$ cat src/hdl/pidc_pkg.sv
// Package with shared constants, codes and types of the positional PID controller.
package pidc_pkg;

    localparam int DATA_WIDTH_DEF = 32;
    localparam int FRAC_BITS_DEF  = 16;

    // The integrate band resets to 0.02 in the data format, rounded to nearest.
    localparam int BAND_NUM = 2;
    localparam int BAND_DEN = 100;

    localparam int CFG_IDX_W = 3;

    typedef enum logic [CFG_IDX_W-1:0] {
        CFG_PROP_GAIN      = 3'd0,
        CFG_INTEG_GAIN     = 3'd1,
        CFG_DERIV_GAIN     = 3'd2,
        CFG_INTEGRAL_LIMIT = 3'd3,
        CFG_DRIVE_UPPER    = 3'd4,
        CFG_DRIVE_LOWER    = 3'd5,
        CFG_INTEGRATE_BAND = 3'd6
    } t_cfg_idx;

    typedef enum logic {
        OP_STEP  = 1'b0,
        OP_CLEAR = 1'b1
    } t_op;

    // Per-stage control: load the stage, and whether the item is a clear.
    typedef struct packed {
        logic load;
        logic clear;
    } t_stage_ctl;

endpackage

$ cat src/hdl/pidc_out.sv
// Output stage: sum, scale, saturate and clamp of the drive; a clear item drives zero.
module pidc_out
    import pidc_pkg::*;
#(
    parameter int DATA_WIDTH = DATA_WIDTH_DEF,
    parameter int FRAC_BITS  = FRAC_BITS_DEF
) (
    input  logic                         i_clk,
    input  t_stage_ctl                   i_ctl,
    input  logic signed [2*DATA_WIDTH:0] i_prop,
    input  logic signed [2*DATA_WIDTH:0] i_integ,
    input  logic signed [2*DATA_WIDTH:0] i_deriv,
    input  logic signed [DATA_WIDTH-1:0] i_drive_upper,
    input  logic signed [DATA_WIDTH-1:0] i_drive_lower,
    output logic signed [DATA_WIDTH-1:0] o_drive
);

    localparam int SW = 2 * DATA_WIDTH + 3;
    localparam logic signed [SW-1:0] DMAX = {{(SW-DATA_WIDTH+1){1'b0}}, {(DATA_WIDTH-1){1'b1}}};
    localparam logic signed [SW-1:0] DMIN = {{(SW-DATA_WIDTH+1){1'b1}}, {(DATA_WIDTH-1){1'b0}}};

    logic signed [SW-1:0]         sum;
    logic signed [SW-1:0]         scaled;
    logic signed [DATA_WIDTH-1:0] sat;
    logic signed [DATA_WIDTH-1:0] n_drive;
    logic signed [DATA_WIDTH-1:0] r_drive;

    always_comb begin
        sum = {{2{i_prop[2*DATA_WIDTH]}}, i_prop}
            + {{2{i_integ[2*DATA_WIDTH]}}, i_integ}
            + {{2{i_deriv[2*DATA_WIDTH]}}, i_deriv};
        // Arithmetic shift rounds toward minus infinity.
        scaled = sum >>> FRAC_BITS;
        if (scaled > DMAX) begin
            sat = DMAX[DATA_WIDTH-1:0];
        end else if (scaled < DMIN) begin
            sat = DMIN[DATA_WIDTH-1:0];
        end else begin
            sat = scaled[DATA_WIDTH-1:0];
        end
        n_drive = sat;
        if (n_drive > i_drive_upper) begin
            n_drive = i_drive_upper;
        end
        if (n_drive < i_drive_lower) begin
            n_drive = i_drive_lower;
        end
        if (i_ctl.clear) begin
            n_drive = '0;
        end
    end

    always_ff @(posedge i_clk) begin
        if (i_ctl.load) begin
            r_drive <= n_drive;
        end
    end

    assign o_drive = r_drive;

endmodule

$ cat config.mk
export PLATFORM = sky130hd
export DESIGN_NAME = pidc_out
export DESIGN_NICKNAME = d
export VERILOG_FILES = /design/src/hdl/pidc_pkg.sv /design/src/hdl/pidc_out.sv
export SDC_FILE = /design/constraint.sdc
export NUM_CORES = 1
export LEC_CHECK = 0
export BUFFER_PORTS_ARGS = -buffer_cell sky130_fd_sc_hd__buf_2
export CORE_MARGIN = 2
export CORE_UTILIZATION = 60
export DETAILED_ROUTE_END_ITERATION = 6
export HOLD_SLACK_MARGIN = 0.02
export PLACE_DENSITY = 0.9
export REMOVE_ABC_BUFFERS = 1
export SLEW_MARGIN = 10
export SYNTH_ARGS = -nofsm -noshare
export SYNTH_HDL_FRONTEND = slang
export SYNTH_SLANG_ARGS = --single-unit
$ cat constraint.sdc
create_clock -name i_clk -period 17.66 [get_ports i_clk]
set_input_delay 0.883 -clock i_clk [delete_from_list [all_inputs] [get_ports i_clk]]
set_output_delay 0.883 -clock i_clk [all_outputs]
set_load 0.01 [all_outputs]
==> run summary <==
status = finished with violations
failing checks = design-rule violations
flip-flop and latch area = 961 sq um
Final Slew Violations = 0
Fin Setup TNS = 0 ns
ant diodes = 0
Top Ports = 294
pin count of the biggest net entering global routing = 64
count leader, synth = inv_1
worst-margin pin slew = 1.23 ns
H-tree depth = 2
Area Overhead vs Synth = 15.2%
CTS tree = built
yosys synthesis warning count = 0
Pleak = 5.88 nW
Final GP Congestion = 1.09
HP Class = in -> reg
CP peak stage delay = 0.86 ns
PD cells = 119 nW/um^2
top_reg_cell synth = edfxtp_1
hold wc startpoint = i_drive_lower[17]
Yosys top cell by area = ha_1
fin util = 70.9%
Buffers on Ports = 293
crit path DAT = 11.99 ns
number of fill cells = 1433
DRC = 1
Die H = 137 um
final setup margin = 5.66 ns
Num CTS Buffers = 5
initial antenna violation count = 0
routed wire length = 39.5 mm
Synth top cells by count = inv_1 (172), nand2_1 (163), a21oi_1 (156)
row count = 48
EDFF count, synth = 32
Post-DP HPWL = 33.4 mm
max reg flops = 32
post_cts resized = 0
hold buffers post-CTS = 0
vias in the first global route = 12200
Layout Nets = 2139
register bit total from synthesis = 32
Hold Path End = o_drive[17]
synthesized instance count = 1446
CP endpoint kind = register
Max-Cap Viols = 0
endpoints failing setup = 0
DIE WIDTH = 137 um
die footprint = 18800 sq um
clk root buf = clkbuf_16
worst hold margin = 0.965 ns
RSZ-0062 raised after global routing = no
most used cell along the critical path = a21o_1
Cell Area, Synth = 10600 sq um
Slowest cell on crit path = nor3_1
sequential share of the synthesized area = 9.02%
grt ovf = 0
top-area cell type share of the netlist area = 15.0%
Initial Utilization = 61.6%
Worst setup SP type = input port
multi-input logic area = 8730 sq um
worst hold stages = 3
final critical-path required period = 12.00 ns
DP Area = 12100 sq um
Max Clk Rate = 83.4 MHz
setup bufs post-CTS = 0
via count = 12600
clk slew on worst S/H paths = 0.05 ns
pre-CTS WS = 5.80 ns
GRT Total Usage = 40.9%
Post-synth ARST share = 0%
Mean Syn Cell Area = 7.36 sq um
synth top area cells = ha_1 (15%), fa_1 (12%), edfxtp_1 (9.0%)
Final period util = 67.9%
vias per std cell = 6.60
Sink Count = 32
peak supply drop = 0.106 mV
CP Class = in -> reg
Final Hold Fails = 0
Post-DRT Antenna Nets = 0
Max-slew headroom = 17.3%
clk buf depth = 2
fin area = 12300 sq um
DRT iter0 DRCs = 1520
Core Region = 17300 sq um
post-DR wirelength/cell = 20.7 um
CP Max Fanout = 12
layout cell share with drive strength beyond 1 = 20.0%
first-pass GRT wire length = 60.7 mm
DR pass1 iterations = 7
Worst EP required = 17.66 ns
post-synth cell types = 77
==> per-layer routing <==
| metal | wire length, um | track usage [%] | up-vias | share of wire (%) |
|---|---|---|---|---|
| met1 | 14400 | 47.2 | 5801 | 36 |
| met5 | 0 | 0 | - | 0 |
| met3 | 3800 | 5.81 | 195 | 9.6 |
| met2 | 18800 | 72.0 | 874 | 48 |
| met4 | 2520 | 23.6 | 0 | 6.4 |
| li1 | - | - | 5752 | - |
==> worst max-delay path: cells and delay by family <==
| kind | cells | cell delay (ns) |
|---|---|---|
| AOI/OAI and AO/OA | 25 | 6.09 |
| and+or+nand+nor | 9 | 3.13 |
| adders and majority gates | 4 | 1.53 |
| buffers and inverters | 2 | 0.33 |
==> how the worst max path moves through the flow <==
stage,from,endpoint,slack [ns],depth (start not counted)
after floorplan,i_prop[13],o_drive[14],5.34,35
after global placement,i_prop[37],o_drive[18],6.09,41
after detailed placement,i_prop[3],o_drive[30],5.80,42
after CTS,i_prop[3],o_drive[30],6.07,42
after global routing,i_prop[37],o_drive[29],5.21,40
final,i_prop[37],o_drive[28],5.66,40
==> final cells by class <==
cell class / instances / area share, %
inverter: 173 / 5.29
tap: 225 / 2.29
multi-input combinational: 1174 / 71.1
timing repair buffer: 299 / 12.3
clock buffer: 5 / 1.02
sequential: 32 / 7.83
clock inverter: 3 / 0.112
==> report_power, final <==
part	total (W)	switching (W)	internal, W
clock	0.0000837	0.0000326	0.0000512
combinational	0.00123	0.000778	0.000453
sequential	0.000144	0.00000806	0.000136
total	0.00146	0.000818	0.000640
==> through the flow <==
stage                     total power (W)  std cells
after floorplan                  0.000970       1379
after global placement            0.00129       1903
after detailed placement          0.00133       1903
after CTS                         0.00142       1911
after global routing              0.00156       1911
final                             0.00146       1911
==> logic make-up (layout without fill, tap and decap cells) <==
group                    after synthesis  in the layout  synth area share, %
AO/OA/AOI/OAI                        468            468                 29.2
XOR/XNOR                              40             40                 3.29
adder cells (fa/ha/maj)              192            192                 27.1
buffers and inverters                240            480                 9.08
flip-flops                            32             32                 9.02
multiplexers                          25             25                 2.35
AND/OR/NAND/NOR                      449            449                 20.0
==> placed cells by master (no fill, tap or decap), drive strengths merged, types with 12 or more instances in the layout <==
cell type / netlist / layout
xor2: 16 / 16
nand4: 47 / 47
o31ai: 12 / 12
nor2: 105 / 105
nand3: 42 / 42
o21a: 14 / 14
mux2i: 25 / 25
nor4: 14 / 14
inv: 173 / 173
a311o: 14 / 14
a31oi: 30 / 30
edfxtp: 32 / 32
a211oi: 13 / 13
o21ai: 90 / 90
nor3: 21 / 21
fa: 64 / 64
a221oi: 12 / 12
xnor2: 24 / 24
a21o: 36 / 36
buf: 40 / 299
ha: 128 / 128
nand2: 163 / 163
a21oi: 157 / 157
o211ai: 26 / 26
No activity file was read; power rests on OpenSTA's default activity.
