[src/hdl/pidc_pkg.sv]
// Package with shared constants, codes and types of the positional PID controller.
package pidc_pkg;

    localparam int DATA_WIDTH_DEF = 32;
    localparam int FRAC_BITS_DEF  = 16;

    // The integrate band resets to 0.02 in the data format, rounded to nearest.
    localparam int BAND_NUM = 2;
    localparam int BAND_DEN = 100;

    localparam int CFG_IDX_W = 3;

    typedef enum logic [CFG_IDX_W-1:0] {
        CFG_PROP_GAIN      = 3'd0,
        CFG_INTEG_GAIN     = 3'd1,
        CFG_DERIV_GAIN     = 3'd2,
        CFG_INTEGRAL_LIMIT = 3'd3,
        CFG_DRIVE_UPPER    = 3'd4,
        CFG_DRIVE_LOWER    = 3'd5,
        CFG_INTEGRATE_BAND = 3'd6
    } t_cfg_idx;

    typedef enum logic {
        OP_STEP  = 1'b0,
        OP_CLEAR = 1'b1
    } t_op;

    // Per-stage control: load the stage, and whether the item is a clear.
    typedef struct packed {
        logic load;
        logic clear;
    } t_stage_ctl;

endpackage

[src/hdl/pidc_integ.sv]
// Integral stage: holds the integral and the last error, forms the error difference.
module pidc_integ
    import pidc_pkg::*;
#(
    parameter int DATA_WIDTH = DATA_WIDTH_DEF
) (
    input  logic                         i_clk,
    input  logic                         i_rst_n,
    input  t_stage_ctl                   i_ctl,
    input  logic signed [DATA_WIDTH-1:0] i_err,
    input  logic        [DATA_WIDTH-2:0] i_integral_limit,
    input  logic        [DATA_WIDTH-2:0] i_integrate_band,
    output logic signed [DATA_WIDTH-1:0] o_err,
    output logic signed [DATA_WIDTH-1:0] o_integral,
    output logic signed [DATA_WIDTH:0]   o_delta
);

    logic signed [DATA_WIDTH-1:0] r_integral;
    logic signed [DATA_WIDTH-1:0] r_prev_err;
    logic signed [DATA_WIDTH-1:0] r_err_q;
    logic signed [DATA_WIDTH:0]   r_delta;

    logic signed [DATA_WIDTH:0]   err_x;
    logic signed [DATA_WIDTH:0]   mag;
    logic signed [DATA_WIDTH:0]   band_x;
    logic signed [DATA_WIDTH:0]   lim_x;
    logic signed [DATA_WIDTH:0]   lim_neg;
    logic signed [DATA_WIDTH:0]   sum;
    logic signed [DATA_WIDTH-1:0] n_integral;
    logic signed [DATA_WIDTH:0]   n_delta;

    always_comb begin
        err_x   = {i_err[DATA_WIDTH-1], i_err};
        mag     = i_err[DATA_WIDTH-1] ? -err_x : err_x;
        band_x  = {2'b00, i_integrate_band};
        lim_x   = {2'b00, i_integral_limit};
        lim_neg = -lim_x;
        sum     = {r_integral[DATA_WIDTH-1], r_integral} + err_x;
        n_integral = r_integral;
        // Anti-windup: accumulate only for small errors, then clamp symmetrically.
        if (mag < band_x) begin
            if (sum > lim_x) begin
                n_integral = lim_x[DATA_WIDTH-1:0];
            end else if (sum < lim_neg) begin
                n_integral = lim_neg[DATA_WIDTH-1:0];
            end else begin
                n_integral = sum[DATA_WIDTH-1:0];
            end
        end
        n_delta = err_x - {r_prev_err[DATA_WIDTH-1], r_prev_err};
    end

    always_ff @(posedge i_clk) begin
        if (!i_rst_n) begin
            r_integral <= '0;
            r_prev_err <= '0;
        end else if (i_ctl.load) begin
            if (i_ctl.clear) begin
                r_integral <= '0;
                r_prev_err <= '0;
            end else begin
                r_integral <= n_integral;
                r_prev_err <= i_err;
            end
        end
    end

    always_ff @(posedge i_clk) begin
        if (i_ctl.load) begin
            r_err_q <= i_err;
            r_delta <= n_delta;
        end
    end

    assign o_err      = r_err_q;
    assign o_integral = r_integral;
    assign o_delta    = r_delta;

endmodule

[config.mk]
export PLATFORM = sky130hd
export DESIGN_NAME = pidc_integ
export DESIGN_NICKNAME = d
export VERILOG_FILES = /design/src/hdl/pidc_pkg.sv /design/src/hdl/pidc_integ.sv
export SDC_FILE = /design/constraint.sdc
export NUM_CORES = 1
export LEC_CHECK = 0
export BUFFER_PORTS_ARGS = -buffer_cell sky130_fd_sc_hd__buf_4
export CAP_MARGIN = 20
export CORE_ASPECT_RATIO = 0.6
export CORE_MARGIN = 2
export CORE_UTILIZATION = 35
export CTS_CLUSTER_DIAMETER = 120
export DETAILED_ROUTE_END_ITERATION = 6
export HOLD_SLACK_MARGIN = 0.05
export PLACE_DENSITY = 0.57
export SYNTH_ARGS = -nofsm -noshare
export SYNTH_HDL_FRONTEND = slang
export SYNTH_SLANG_ARGS = --single-unit
[constraint.sdc]
create_clock -name i_clk -period 6.2 [get_ports i_clk]
set_clock_uncertainty 0.05 [all_clocks]
set_input_delay 0.93 -clock i_clk [delete_from_list [all_inputs] [get_ports i_clk]]
set_output_delay 0.93 -clock i_clk [all_outputs]
set_load 0.02 [all_outputs]
==> results.sh <==
export IMPL_pwr_density_cell_nw_per_um2=253
export IMPL_hpwl_um=29700
export IMPL_coreArea_um2=32200
export IMPL_finalMaxSlewViolations=0
export IMPL_period_needed_ps=5830
export IMPL_numPortBuffers=194
export IMPL_finalPower_mw=3.63
export IMPL_ir_drop_mv=0.166
export IMPL_synth_fp_nets=1584
export IMPL_nets=1821
export IMPL_cts_root_buffer="clkbuf_16"
export IMPL_drv_cap=0
export IMPL_clk_pin_slew_ps=70
export IMPL_fin_util_pct=44.4
export IMPL_place_congestion=0.861
export IMPL_avgSynthCellArea_um2=8.59
export IMPL_fp_row_count=51
export IMPL_slew_headroom_pct=52.3
export IMPL_period_share_pct=94.1
export IMPL_max_slew_worst_pin_slew_ps=710
export IMPL_crit_path_start_kind="input pin"
export IMPL_vias_per_cell=5.37
export IMPL_drt_first_pass_iters=5
export IMPL_netlist_area_um2=11400
export IMPL_path_cells="buf_4, buf_4, or4_1, or4b_1, nand3b_1, o31ai_1, xnor2_1, ha_1, nand4_1, nor4_1, or4bb_1, a31oi_1, nor4b_1, nand3_1, buf_4, nor2_2, a32o_1, a211o_1"
export IMPL_max_freq_mhz=171
export IMPL_clock_sinks=129
export IMPL_track_usage_pct=22.1
export IMPL_synth_edf_count=65
export IMPL_cp_end_kind="flip-flop"
export IMPL_syn_inst=1326
export IMPL_final_common_cell="buf_4"
export IMPL_synth_cell_types=75
export IMPL_cts_max_level=4
export IMPL_n_antenna_cell=0
export IMPL_post_dp_cell_area_um2=13700
export IMPL_hp_class="flip-flop to flip-flop"
export IMPL_die_w_um=237
export IMPL_vias=10700
export IMPL_drive_gt1_share_pct=19.4
export IMPL_drtAntennaViolNets=0
export IMPL_initial_utilization_pct=35.3
export IMPL_postCtsHoldBufs=0
export IMPL_fp_dieH_um=144
export IMPL_path_max_fanout=19
export IMPL_clk_path_buf_depth=2
export IMPL_cts_tree="yes"
export IMPL_dieArea_um2=34000
export IMPL_critPathRequiredTime_ps=6490
export IMPL_post_cts_setup_buffers=0
export IMPL_finalWirelength_um=37000
export IMPL_hold_viol=0
export IMPL_synthFlopType="edfxtp_1"
export IMPL_cts_resized=0
export IMPL_synthArstFlopShare_pct=0
export IMPL_dpl_worst_slack_ps=44.8
export IMPL_final_cell_area_um2=14300
export IMPL_gr_total_overflow=0
export IMPL_crit_top_cell="buf_4"
export IMPL_critPathKind="input pin to flip-flop"
export IMPL_drc=0
export IMPL_outcome="finished clean"
export IMPL_slowest_stage="or4b_1"
export IMPL_syn2layout_area_growth_pct=25.8
export IMPL_slowest_delay_ps=620
export IMPL_ys_warn_count=0
export IMPL_antenna_found_initial=1
export IMPL_seq_area_frac_synth_pct=28.4
export IMPL_mostFrequentLayoutCells="buf_4 (245), ha_1 (158), inv_1 (121)"
export IMPL_grt_max_degree=54
export IMPL_grt_pass1_wl_um=57600
export IMPL_p_leak_nw=6.36
export IMPL_ios=195
export IMPL_worstPathArrival_ps=6130
export IMPL_cts_buffers=17
export IMPL_setup_viol=0
export IMPL_grt_pass1_vias=10200
export IMPL_setup_ws_ps=366
export IMPL_drt_iter0_drc=802
export IMPL_routedWlPerCell_um=18.5
export IMPL_clk_latency_ps=450
export IMPL_tns_ps=0
export IMPL_ys_ff_latch=129
export IMPL_rsz0062_at_grt="false"
[path summary, 6_finish.rpt]
check | start | endpoint | slack (ps) | cells past startpoint
hold / removal | o_integral[28] | o_integral[28] | 480 | 2
setup / recovery | i_err[4] | o_integral[17] | 370 | 18
hold reg to reg | o_integral[28] | o_integral[28] | 480 | 2
setup reg to reg | o_integral[0] | o_integral[3] | 640 | 20
[cells in the mapped netlist, drive strengths merged (4+ instances only)]
cell	number	share of area (%)
ha	158	17
inv	121	4.0
nand2	117	3.9
xnor2	94	7.3
o21ai	90	4.0
a21oi	77	3.4
nor2	73	2.4
edfxtp	65	17
dfxtp	64	11
and2	47	2.6
a21o	32	2.1
nor3	30	1.4
nand3	29	1.3
o211ai	27	1.9
and3	19	1.0
clkbuf	19	0.63
nand4	17	0.93
nand2b	16	0.88
xor2	16	1.2
nor2b	15	0.82
buf	14	0.82
o31ai	14	0.97
or3	14	0.81
a211oi	13	0.86
o311ai	12	0.92
a31oi	9	0.55
a211o	8	0.62
nor4	8	0.44
o21a	8	0.53
o21bai	8	0.53
and4	7	0.54
a32o	6	0.53
o221ai	6	0.46
o41ai	6	0.46
a221o	5	0.44
mux2	5	0.49
or4	5	0.36
a32oi	4	0.31
mux2i	4	0.35
[worst max-delay path, delay by kind of cell]
| kind | cells | cell delay [ps] |
|---|---|---|
| buf+inv | 3 | 580 |
| simple gates | 9 | 3120 |
| xor+xnor | 1 | 110 |
| compound gates | 4 | 1050 |
| fa+ha+maj | 1 | 300 |
[report_power, final]
part	total [mW]	switching, mW	internal (mW)
combinational	1.52	0.870	0.647
clock	1.08	0.441	0.636
sequential	1.03	0.0479	0.984
[per-stage QoR]
step	instances	hold WS [ps]
finish	2000	478
global route	2000	526
CTS	2000	474
detailed placement	1968	465
floorplan	1326	499
global placement	1968	453
[area by class of cell]
cell class | instances | area (um^2)
fill | 3204 | 17900
multi-input combinational | 1043 | 7540
sequential | 129 | 3230
timing repair buffer | 251 | 1960
tap | 424 | 531
inverter | 121 | 454
clock buffer | 17 | 425
clock inverter | 15 | 183
[state kept, by name, indices dropped and copies added, names as in the netlist]
name / count
o_integral: 32
o_delta: 33
o_err: 32
r_prev_err: 32
[routing by layer]
layer,wire length [um],part of all wire (%),global-route usage [%],vias up
li1,-,-,-,5326
met5,9,0.024,0,-
met1,18800,51,32.4,5038
met2,15100,41,32.5,340
met3,2550,6.9,4.86,34
met4,488,1.3,5.26,2
[logic make-up (layout without fill, tap and decap cells)]
group,after synthesis,in the layout,synth area share [%]
compound gates,354,354,20.7
xor+xnor,110,110,8.53
flops,129,129,28.4
fa+ha+maj,160,160,17.7
simple gates,410,410,18.3
mux,9,9,0.846
buf+inv,154,404,5.44
Power figures use the tool's default switching activity.
