$ cat src/hdl/pidc_pkg.sv
// Package with shared constants, codes and types of the positional PID controller.
package pidc_pkg;

    localparam int DATA_WIDTH_DEF = 32;
    localparam int FRAC_BITS_DEF  = 16;

    // The integrate band resets to 0.02 in the data format, rounded to nearest.
    localparam int BAND_NUM = 2;
    localparam int BAND_DEN = 100;

    localparam int CFG_IDX_W = 3;

    typedef enum logic [CFG_IDX_W-1:0] {
        CFG_PROP_GAIN      = 3'd0,
        CFG_INTEG_GAIN     = 3'd1,
        CFG_DERIV_GAIN     = 3'd2,
        CFG_INTEGRAL_LIMIT = 3'd3,
        CFG_DRIVE_UPPER    = 3'd4,
        CFG_DRIVE_LOWER    = 3'd5,
        CFG_INTEGRATE_BAND = 3'd6
    } t_cfg_idx;

    typedef enum logic {
        OP_STEP  = 1'b0,
        OP_CLEAR = 1'b1
    } t_op;

    // Per-stage control: load the stage, and whether the item is a clear.
    typedef struct packed {
        logic load;
        logic clear;
    } t_stage_ctl;

endpackage

$ cat src/hdl/pidc_err.sv
// Error stage: saturated difference of setpoint and measurement.
module pidc_err
    import pidc_pkg::*;
#(
    parameter int DATA_WIDTH = DATA_WIDTH_DEF
) (
    input  logic                         i_clk,
    input  logic                         i_load,
    input  logic signed [DATA_WIDTH-1:0] i_setpoint,
    input  logic signed [DATA_WIDTH-1:0] i_measured,
    output logic signed [DATA_WIDTH-1:0] o_err
);

    localparam logic signed [DATA_WIDTH:0] DMAX = {2'b00, {(DATA_WIDTH-1){1'b1}}};
    localparam logic signed [DATA_WIDTH:0] DMIN = {2'b11, {(DATA_WIDTH-1){1'b0}}};

    logic signed [DATA_WIDTH:0]   diff;
    logic signed [DATA_WIDTH-1:0] n_err;
    logic signed [DATA_WIDTH-1:0] r_err;

    always_comb begin
        diff = {i_setpoint[DATA_WIDTH-1], i_setpoint} - {i_measured[DATA_WIDTH-1], i_measured};
        if (diff > DMAX) begin
            n_err = DMAX[DATA_WIDTH-1:0];
        end else if (diff < DMIN) begin
            n_err = DMIN[DATA_WIDTH-1:0];
        end else begin
            n_err = diff[DATA_WIDTH-1:0];
        end
    end

    always_ff @(posedge i_clk) begin
        if (i_load) begin
            r_err <= n_err;
        end
    end

    assign o_err = r_err;

endmodule

$ cat config.mk
export PLATFORM = sky130hd
export DESIGN_NAME = pidc_err
export DESIGN_NICKNAME = d
export VERILOG_FILES = /design/src/hdl/pidc_pkg.sv /design/src/hdl/pidc_err.sv
export SDC_FILE = /design/constraint.sdc
export NUM_CORES = 1
export LEC_CHECK = 0
export BUFFER_PORTS_ARGS = -buffer_cell sky130_fd_sc_hd__buf_2
export CORE_AREA = 2 2 85 87
export CTS_CLUSTER_SIZE = 12
export DETAILED_ROUTE_END_ITERATION = 16
export DIE_AREA = 0 0 87 89
export GPL_TIMING_DRIVEN = 0
export PLACE_DENSITY_LB_ADDON = 0.25
export SYNTH_ARGS = -nofsm -noshare
export SYNTH_HDL_FRONTEND = slang
export SYNTH_SLANG_ARGS = --single-unit
$ cat constraint.sdc
create_clock -name i_clk -period 2.5 [get_ports i_clk]
set_clock_uncertainty 0.2 [all_clocks]
set_input_delay 0.25 -clock i_clk [delete_from_list [all_inputs] [get_ports i_clk]]
set_output_delay 0.25 -clock i_clk [all_outputs]
set_load 0.1 [all_outputs]
==> results of run 1 <==
[kinds of logic after synthesis]
kind of cell	share of synthesized area
AOI/OAI and AO/OA	0.278
and+or+nand+nor	0.120
buffers and inverters	0.0767
adders and majority gates	0.132
DFF	0.302
xor gates and xnor gates	0.0771
muxes	0.0142
[per-layer routing]
layer | up-vias | GRT usage
li1 | 1516 | -
met1 | 1404 | 0.260
met2 | 115 | 0.332
met3 | 13 | 0.0249
met4 | 0 | 0.0639
met5 | - | 0
[stage by stage]
stage | area (um^2) | TNS, ns | utilization | worst slack (ns)
2_1_floorplan | 3330 | -3.14 | - | -0.115
4_1_cts | 4310 | -0.312 | 0.642 | -0.0445
3_5_place_dp | 3920 | -16.47 | 0.583 | -0.563
5_1_grt | 4640 | -5.37 | 0.691 | -0.209
3_3_place_gp | 3920 | -14.92 | 0.583 | -0.543
6_report | 4640 | -2.70 | 0.691 | -0.115
[layout by cell type (no fill, tap or decap), drive strengths merged, types with 2 or more instances in the layout]
cell and instances:
o41ai 2, a211o 2, nor3 3, ha 32, nand3 8, clkbuf 10, nor2b 2, o21bai 2
o21a 3, edfxtp 32, a21o 8, inv 36, nand2b 9, xor2 14, o211ai 5, buf 132
nand4 4, xnor2 14, a21oi 44, nor2 21, nand2 23, mux2i 2, and3 2, o21ai 49
a211oi 3, nand3b 2, a31oi 3
[final timing paths]
| kind | start | slack, ns | cells after the start | to |
|---|---|---|---|---|
| min | i_measured[0] | 0.16 | 3 | o_err[0] |
| max | i_measured[7] | -0.12 | 14 | o_err[11] |
[final cells by class]
cell class | count | area (um^2) | area share
clock buffers | 6 | 72.6 | 0.0156
plain buffers | 9 | 116 | 0.0251
well taps | 80 | 100 | 0.0216
multi-input cells | 267 | 2350 | 0.506
flip-flops and latches | 32 | 961 | 0.207
inverters | 36 | 148 | 0.0318
clock inverters | 2 | 35.0 | 0.00755
repair buffers | 127 | 858 | 0.185
[where the power goes]
group,switching (mW),total [mW],internal [mW]
clock,0.199,0.495,0.296
sequential,0.0265,0.754,0.727
combinational,1.28,1.88,0.598
[worst max-delay path: cells and delay by family]
family	cells	cell delay [ns]
multiplexers	1	0.25
adder cells (fa/ha/maj)	1	0.31
buffers and inverters	4	0.45
AO/OA/AOI/OAI	6	1.02
AND/OR/NAND/NOR	2	0.17
[repair_timing]
item | CTS | global route
setup endpoints to repair | 31 | 31
pin swaps | 14 | 22
resized for setup | 45 | 43
buffers inserted | 14 | 10
gates cloned | 2 | 4
==> metrics, run 1 <==
outcome=finished, violations left; failing checks=setup timing; max-cap viol count=0; Area contributors post-synth=edfxtp_1, ha_1, o21ai_2; synth-to-layout area growth=45.9%; final wirelength=about 8.3 mm; Slew Viols, Final=0; CP Data Arrival Time=2.45 ns; critical path's most frequent cell=a21oi_2; crit path cell chain=buf_2, inv_1, ha_2, a21oi_2, nand2_2, o21ai_4, o31ai_4, a41o_1, a21oi_2, nor2b_2, mux2i_4, buf_6, clkbuf_16, o21ai_2; CTS Hold Bufs=0; Slowest cell on crit path=ha_2; Synth Cell Area=between 0.003 and 0.004 mm^2; Fmax achieved=around 380 MHz; placer congestion estimate=just over 0.9; worst slew pin tran=~0.73 ns; NumNets Final=~580; CTS tree=done; Num CTS Buffers=5; max FFs per register=32; Mapped Nets=between 400 and 500; vias in the first global route=2,770; gr usage total=0.196; Residual DRC=0; CP startpoint kind=primary input; Post-synth EDFFs=32; number of clock sinks=32; maximum clock path buffer count=2; worst stage delay on the critical path=approximately 0.31 ns; routed length per placed instance=14.9 um; final worst path period share=1.05; VDD IR-drop max=about 0.22 mV; PwrDens=around 670 mW/mm^2; CP Data Required Time=around 2.3 ns; min Tclk post-route=about 2.6 ns; Final Hold Fails=0; final setup fails=31; full die area=slightly below 0.008 mm^2; fill cell count=between 500 and 600; Post-synth ARST share=0; critical path capture point type=flop; Synth top area share=0.302; Initial Utilization=0.473; wire length on met2=between 4 and 5 mm; FF+latch count, synth=32; RSZ-0062 raised after global routing=true; Via density=roughly 5.5; die width=approximately 87 um; antenna violations before repair=0; Inst Count DP=527; antenna viol nets, final=0; Clock transition at path regs=0.07 ns; row cnt=30; commonest cells in the netlist=a21oi_1, inv_1, edfxtp_1, ha_1, o21ai_2; Metal-1 WL=around 3.6 mm; Mapped Avg Cell Area=just over 9 um^2; leakage=2.03 nW; YS warnings=0; Syn Inst Count=350; Initial DRC Count=181; hold slack=between 0.15 and 0.2 ns; ant diodes=0; Rel. slew slack=0.515; share of cells above drive strength 1=0.511; Tightest Hold Check Type=primary input to flop; total chip power=3.13 mW; first drt pass iteration count=5; DR WL met3=between 400 and 500 um; DIE HEIGHT=approximately 90 um; CORE AREA=0.00672 mm^2; most common cell in the netlist=a21oi_1; GRT overflow=0; critical path class=primary input to flop; Root Buffer=clkbuf_8; vias=around 3,000; DP HPWL=a little under 6 mm; CP max FO=5; final setup margin=-0.115 ns; top routing layer used=met4; top_reg_cell synth=edfxtp_1; Yosys top cell by area=edfxtp_1; Seq/Total Area, Yosys=0.302; first-pass GRT wire length=~12 mm; Final Instance Count excl. Fillers=559; largest net degree at the start of global routing=33; Port Buf Inserts=between 90 and 100; # H-tree levels=2; I/O pin count=98; Synth cell types=46
Power figures use the tool's default switching activity.
==> run 2: changes to the inputs <==
==> constraint.sdc (replaced) <==
create_clock -name i_clk -period 2.5 [get_ports i_clk]
set_clock_uncertainty 0.2 [all_clocks]
set_input_delay 0.5 -clock i_clk [delete_from_list [all_inputs] [get_ports i_clk]]
set_output_delay 0.5 -clock i_clk [all_outputs]
set_load 0.1 [all_outputs]
==> run 2 against run 1 <==
Compared with the run above:
- the run still ends with setup timing left
- worst hold slack better by 0.26 ns
- routed wire length about the same
- fmax shrank 8.3%
- utilization down 0.73 points
- critical endpoint unchanged
- largest cell class unchanged
==> metrics, run 2 (synthesized netlist as in run 1, its figures left out) <==
critical path capture point type=flop; full die area=0.00774 mm^2; routed length per placed instance=between 15 and 20 um; Clock transition at path regs=around 0.070 ns; DP HPWL=5.82 mm; Rel. slew slack=0.513; DIE HEIGHT=about 89 um; maximum clock path buffer count=2; area of the multi-input gates=~0.0024 mm^2; fill cell count=between 500 and 600; CTS tree=done; final setup margin=-0.353 ns; die width=87 um; setup_tns=-10.19 ns; CP startpoint kind=primary input; final setup fails=32; Initial Utilization=0.473; Port Buf Inserts=97; max FFs per register=32; row cnt=30; max-cap viol count=0; Via density=approximately 5.5; vias in the first global route=2,810; CP max FO=5; vias=approximately 3,100; Root Buffer=clkbuf_8; CP Data Required Time=roughly 2.3 ns; RSZ-0062 raised after global routing=true; VDD IR-drop max=0.219 mV; critical path class=primary input to flop; GRT overflow=0; Slew Viols, Final=0; worst slew pin tran=0.730 ns; Initial DRC Count=roughly 160; number of clock sinks=32; leakage=roughly 2 nW; share of cells above drive strength 1=0.504; # H-tree levels=2; first drt pass iteration count=5; I/O pin count=98; hold slack=about 0.42 ns; FF+latch area=around 960 um^2; ant diodes=0; antenna viol nets, final=0; Tightest Hold Check Type=primary input to flop; Num CTS Buffers=5; most common cell after layout, fill and taps aside=buf_2; NumNets Final=about 570; PwrDens=about 670 mW/mm^2; Residual DRC=0; outcome=finished, violations left; first-pass GRT wire length=~13 mm; gr usage total=0.201; largest net degree at the start of global routing=33; antenna violations before repair=0; failing checks=setup timing; CP Data Arrival Time=roughly 2.7 ns; CORE AREA=between 0.006 and 0.007 mm^2; most frequent cells in the layout=buf_2, edfxtp_1, inv_1, o21ai_2, a21oi_1; final wirelength=~8.4 mm; min Tclk post-route=roughly 2.9 ns; CTS Hold Bufs=0; Fmax achieved=approximately 350 MHz; placer congestion estimate=0.914; final worst path period share=1.14; synth-to-layout area growth=44.4%; Final Hold Fails=0
-- run 2: changes by cell type in the layout (fill, tap and decap cells not counted), sizes merged --
cell	change
clkbuf	-2
buf	-1
-- run 2: worst max-delay path, stage by stage --
cell and delay, ns:
buf_8 0.07, inv_4 0.03, ha_4 0.27, o211ai_1 0.10, a21o_1 0.20, a31o_4 0.26, o21ai_4 0.18, nand3_2 0.11
nand3b_4 0.11, a211o_4 0.18, mux2i_4 0.40, clkbuf_16 0.23, o21ai_2 0.05
-- run 2: final cells by class --
| class | instances | share of cell area |
|---|---|---|
| buffer | 10 | 0.0267 |
| clock buffer | 6 | 0.0158 |
| clock inverter | 2 | 0.00763 |
| inverter | 36 | 0.0316 |
| multi-input combinational | 267 | 0.512 |
| sequential | 32 | 0.209 |
| tap | 80 | 0.0218 |
| timing repair buffer | 123 | 0.175 |
-- run 2: metal layers --
layer,routed length (um),part of all wire,track usage,vias up
met4,146,0.017,0.0611,0
met3,353,0.042,0.0231,16
li1,-,-,-,1511
met5,0,0,0,-
met2,4150,0.50,0.346,108
met1,3700,0.44,0.266,1436
-- run 2: report_power, final --
group / switching [mW] / internal, mW / total, mW
clock network: 0.199 / 0.296 / 0.495
logic: 1.27 / 0.570 / 1.84
registers: 0.0266 / 0.727 / 0.754
total: 1.50 / 1.59 / 3.09
-- run 2: final timing paths --
path	startpoint	end	slack (ns)	cells past startpoint
hold / removal	i_measured[0]	o_err[0]	0.42	3
setup / recovery	i_measured[3]	o_err[11]	-0.35	13
-- run 2: repair_timing --
action / CTS / global route
setup endpoints to repair: 32 / 32
buffers inserted: 18 / 7
pin swaps: 19 / 20
gates resized for setup: 64 / 25
cloned: 2 / 2
hold endpoints to repair: 0 / 0
-- run 2: through the flow --
step | area [um^2] | utilization | total power, mW | setup slack [ns] | std cells
finish | 4590 | 0.684 | 3.09 | -0.353 | 556
global route | 4590 | 0.684 | 3.22 | -0.437 | 556
CTS | 4420 | 0.658 | 3.00 | -0.294 | 550
detailed placement | 3920 | 0.583 | 2.38 | -0.813 | 527
global placement | 3920 | 0.583 | 2.36 | -0.793 | 527
floorplan | 3330 | - | 2.11 | -0.365 | 350
==> run 3: changes to the inputs <==
--- a/config.mk
+++ b/config.mk
@@ -6,10 +6,12 @@
 export NUM_CORES = 1
 export LEC_CHECK = 0
 export BUFFER_PORTS_ARGS = -buffer_cell sky130_fd_sc_hd__buf_2
-export CORE_AREA = 2 2 85 87
+export CELL_PAD_IN_SITES_DETAIL_PLACEMENT = 1
+export CELL_PAD_IN_SITES_GLOBAL_PLACEMENT = 1
+export CORE_AREA = 2 2 99 101
 export CTS_CLUSTER_SIZE = 12
 export DETAILED_ROUTE_END_ITERATION = 16
-export DIE_AREA = 0 0 87 89
+export DIE_AREA = 0 0 101 103
 export GPL_TIMING_DRIVEN = 0
 export PLACE_DENSITY_LB_ADDON = 0.25
 export SYNTH_ARGS = -nofsm -noshare
==> constraint.sdc (replaced) <==
create_clock -name i_clk -period 2.6 [get_ports i_clk]
set_clock_uncertainty 0.2 [all_clocks]
set_input_delay 0.52 -clock i_clk [delete_from_list [all_inputs] [get_ports i_clk]]
set_output_delay 0.52 -clock i_clk [all_outputs]
set_load 0.1 [all_outputs]
==> run 3 against run 2 <==
Compared with the run above:
- the flow still finishes with violations (setup timing)
- routed wire length increased by 8.9%
- sequential cell count unchanged
- final cell count increased by 6.7%
- non-clock buffer count increased by 3
- cell area increased by 0.22%
- largest cell class unchanged
- sequential power decreased by 3.1%
- worst setup slack improved by 0.052 ns
- global-route usage decreased by 3.3 points
- highest routed layer unchanged
- clock power decreased by 25%
- die area increased by 34%
- count of clock-buffer cells in the layout decreased by 1
==> metrics, run 3 (synthesized netlist as in run 1, its figures left out) <==
CTS tree=done; CTS Hold Bufs=0; first-pass GRT wire length=14.2 mm; Final Instance Count excl. Fillers=approximately 590; first drt pass iteration count=4; Final Hold Fails=0; Inst Count DP=around 560; worst slew pin tran=roughly 0.75 ns; number of clock sinks=32; failing checks=setup timing; antenna viol nets, final=0; FF+latch area=961 um^2; synth-to-layout area growth=44.7%; vias=about 3,000; most frequent cells in the layout=buf_2, edfxtp_1, inv_1, o21ai_2; final wirelength=around 9.1 mm; routed length per placed instance=15.3 um; crit path cell chain=buf_2, inv_2, ha_4, o211ai_1, a21o_1, a31o_4, o21ai_4, nand3_2, nand3b_4, a211o_4, mux2i_4, buf_8, o21ai_2; Initial DRC Count=between 100 and 150; CP Data Required Time=roughly 2.4 ns; GRT overflow=0; gr usage total=0.168; antenna violations before repair=0; max FFs per register=32; RSZ-0062 raised after global routing=true; NumNets Final=577; die width=101 um; CP max FO=10; max-cap viol count=0; final worst path period share=1.12; VDD IR-drop max=approximately 0.27 mV; DP HPWL=a little under 7 mm; Worst Setup Slack post-DPL=-0.773 ns; Num CTS Buffers=5; leakage=around 2 nW; I/O pin count=98; share of cells above drive strength 1=0.495; maximum clock path buffer count=2; CORE AREA=roughly 0.0095 mm^2; worst stage delay on the critical path=0.37 ns; Fmax achieved=345 MHz; Port Buf Inserts=97; Clock transition at path regs=0.08 ns; CP endpoint=o_err[24]; Via density=a little over 5; CP Launch Point=i_measured[2]; largest net degree at the start of global routing=33; Slew Viols, Final=0; Root Buffer=clkbuf_8; # H-tree levels=2; most common cell after layout, fill and taps aside=buf_2; hold slack=0.437 ns; PwrDens=623 mW/mm^2; Tightest Hold Check Type=primary input to flop; final setup margin=-0.301 ns; critical path class=primary input to flop; ant diodes=0; Slowest cell on crit path=a211o_4; Rel. slew slack=0.500; row cnt=36; outcome=finished, violations left; full die area=0.0104 mm^2; CP Data Arrival Time=roughly 2.7 ns; fill cell count=~1,100; vias in the first global route=3,029; placer congestion estimate=between 0.8 and 0.9; Initial Utilization=0.336; area of the multi-input gates=~0.0023 mm^2; dpl cell area=0.00396 mm^2; critical path capture point type=flop; CP startpoint kind=primary input; final setup fails=31; Residual DRC=0; min Tclk post-route=between 2 and 3 ns; final instance area=around 0.0046 mm^2; DIE HEIGHT=103 um
==> run 3: changes by cell type in the layout (fill, tap and decap cells not counted), moves of 3 or more <==
cell / delta
o21ai_1: +4
nand2_2: -3
buf_6: -7
buf_2: +3
buf_4: +5
==> run 3: worst min path at each step <==
stage	start	endpoint	slack (ns)	cells past startpoint
finish	i_measured[0]	o_err[0]	0.44	3
detailed placement	i_measured[0]	o_err[0]	0.78	3
global route	i_measured[0]	o_err[0]	0.44	3
floorplan	i_load	o_err[0]	0.43	0
CTS	i_measured[0]	o_err[0]	0.43	3
global placement	i_measured[0]	o_err[0]	0.77	3
==> run 3: critical path, delay by kind of cell <==
family                     cells  cell delay, ns
AOI/OAI and AO/OA              6            1.09
buffers and inverters          3            0.37
muxes                          1            0.36
adders and majority gates      1            0.20
and+or+nand+nor                2            0.17
==> run 3: per-stage QoR <==
| stage | util | total power [mW] | TNS [ns] |
|---|---|---|---|
| after global placement | 0.419 | 2.29 | -21.96 |
| after floorplan | - | 2.02 | -8.48 |
| final | 0.487 | 2.87 | -8.67 |
| after global routing | 0.487 | 3.01 | -11.65 |
| after detailed placement | 0.419 | 2.32 | -22.50 |
| after CTS | 0.463 | 2.80 | -7.23 |
==> run 3: final cells by class <==
type / instances / area share
buffer: 8 / 0.0207
clock buffer: 5 / 0.0149
clock inverter: 3 / 0.00299
inverter: 36 / 0.0310
multi-input combinational: 267 / 0.508
sequential: 32 / 0.209
tap: 114 / 0.0310
timing repair buffer: 128 / 0.183
==> run 3: metal layers <==
layer  up-vias  track usage  share of wire
li1       1509            -              -
met1      1431        0.210           0.45
met2        64        0.318           0.51
met3         6       0.0149          0.030
met4         0       0.0322         0.0086
met5         -            0              0
==> run 3: where the power goes <==
group          total [mW]  internal, mW  switching (mW)
sequential          0.731         0.700          0.0311
clock               0.369         0.182           0.188
combinational        1.77         0.546            1.22
==> run 3: timing repair <==
action                     CTS  global route
setup endpoints to repair   32            31
buffers inserted            19             8
pin swaps                   26            26
resized for setup           45            33
cloned                       2             2
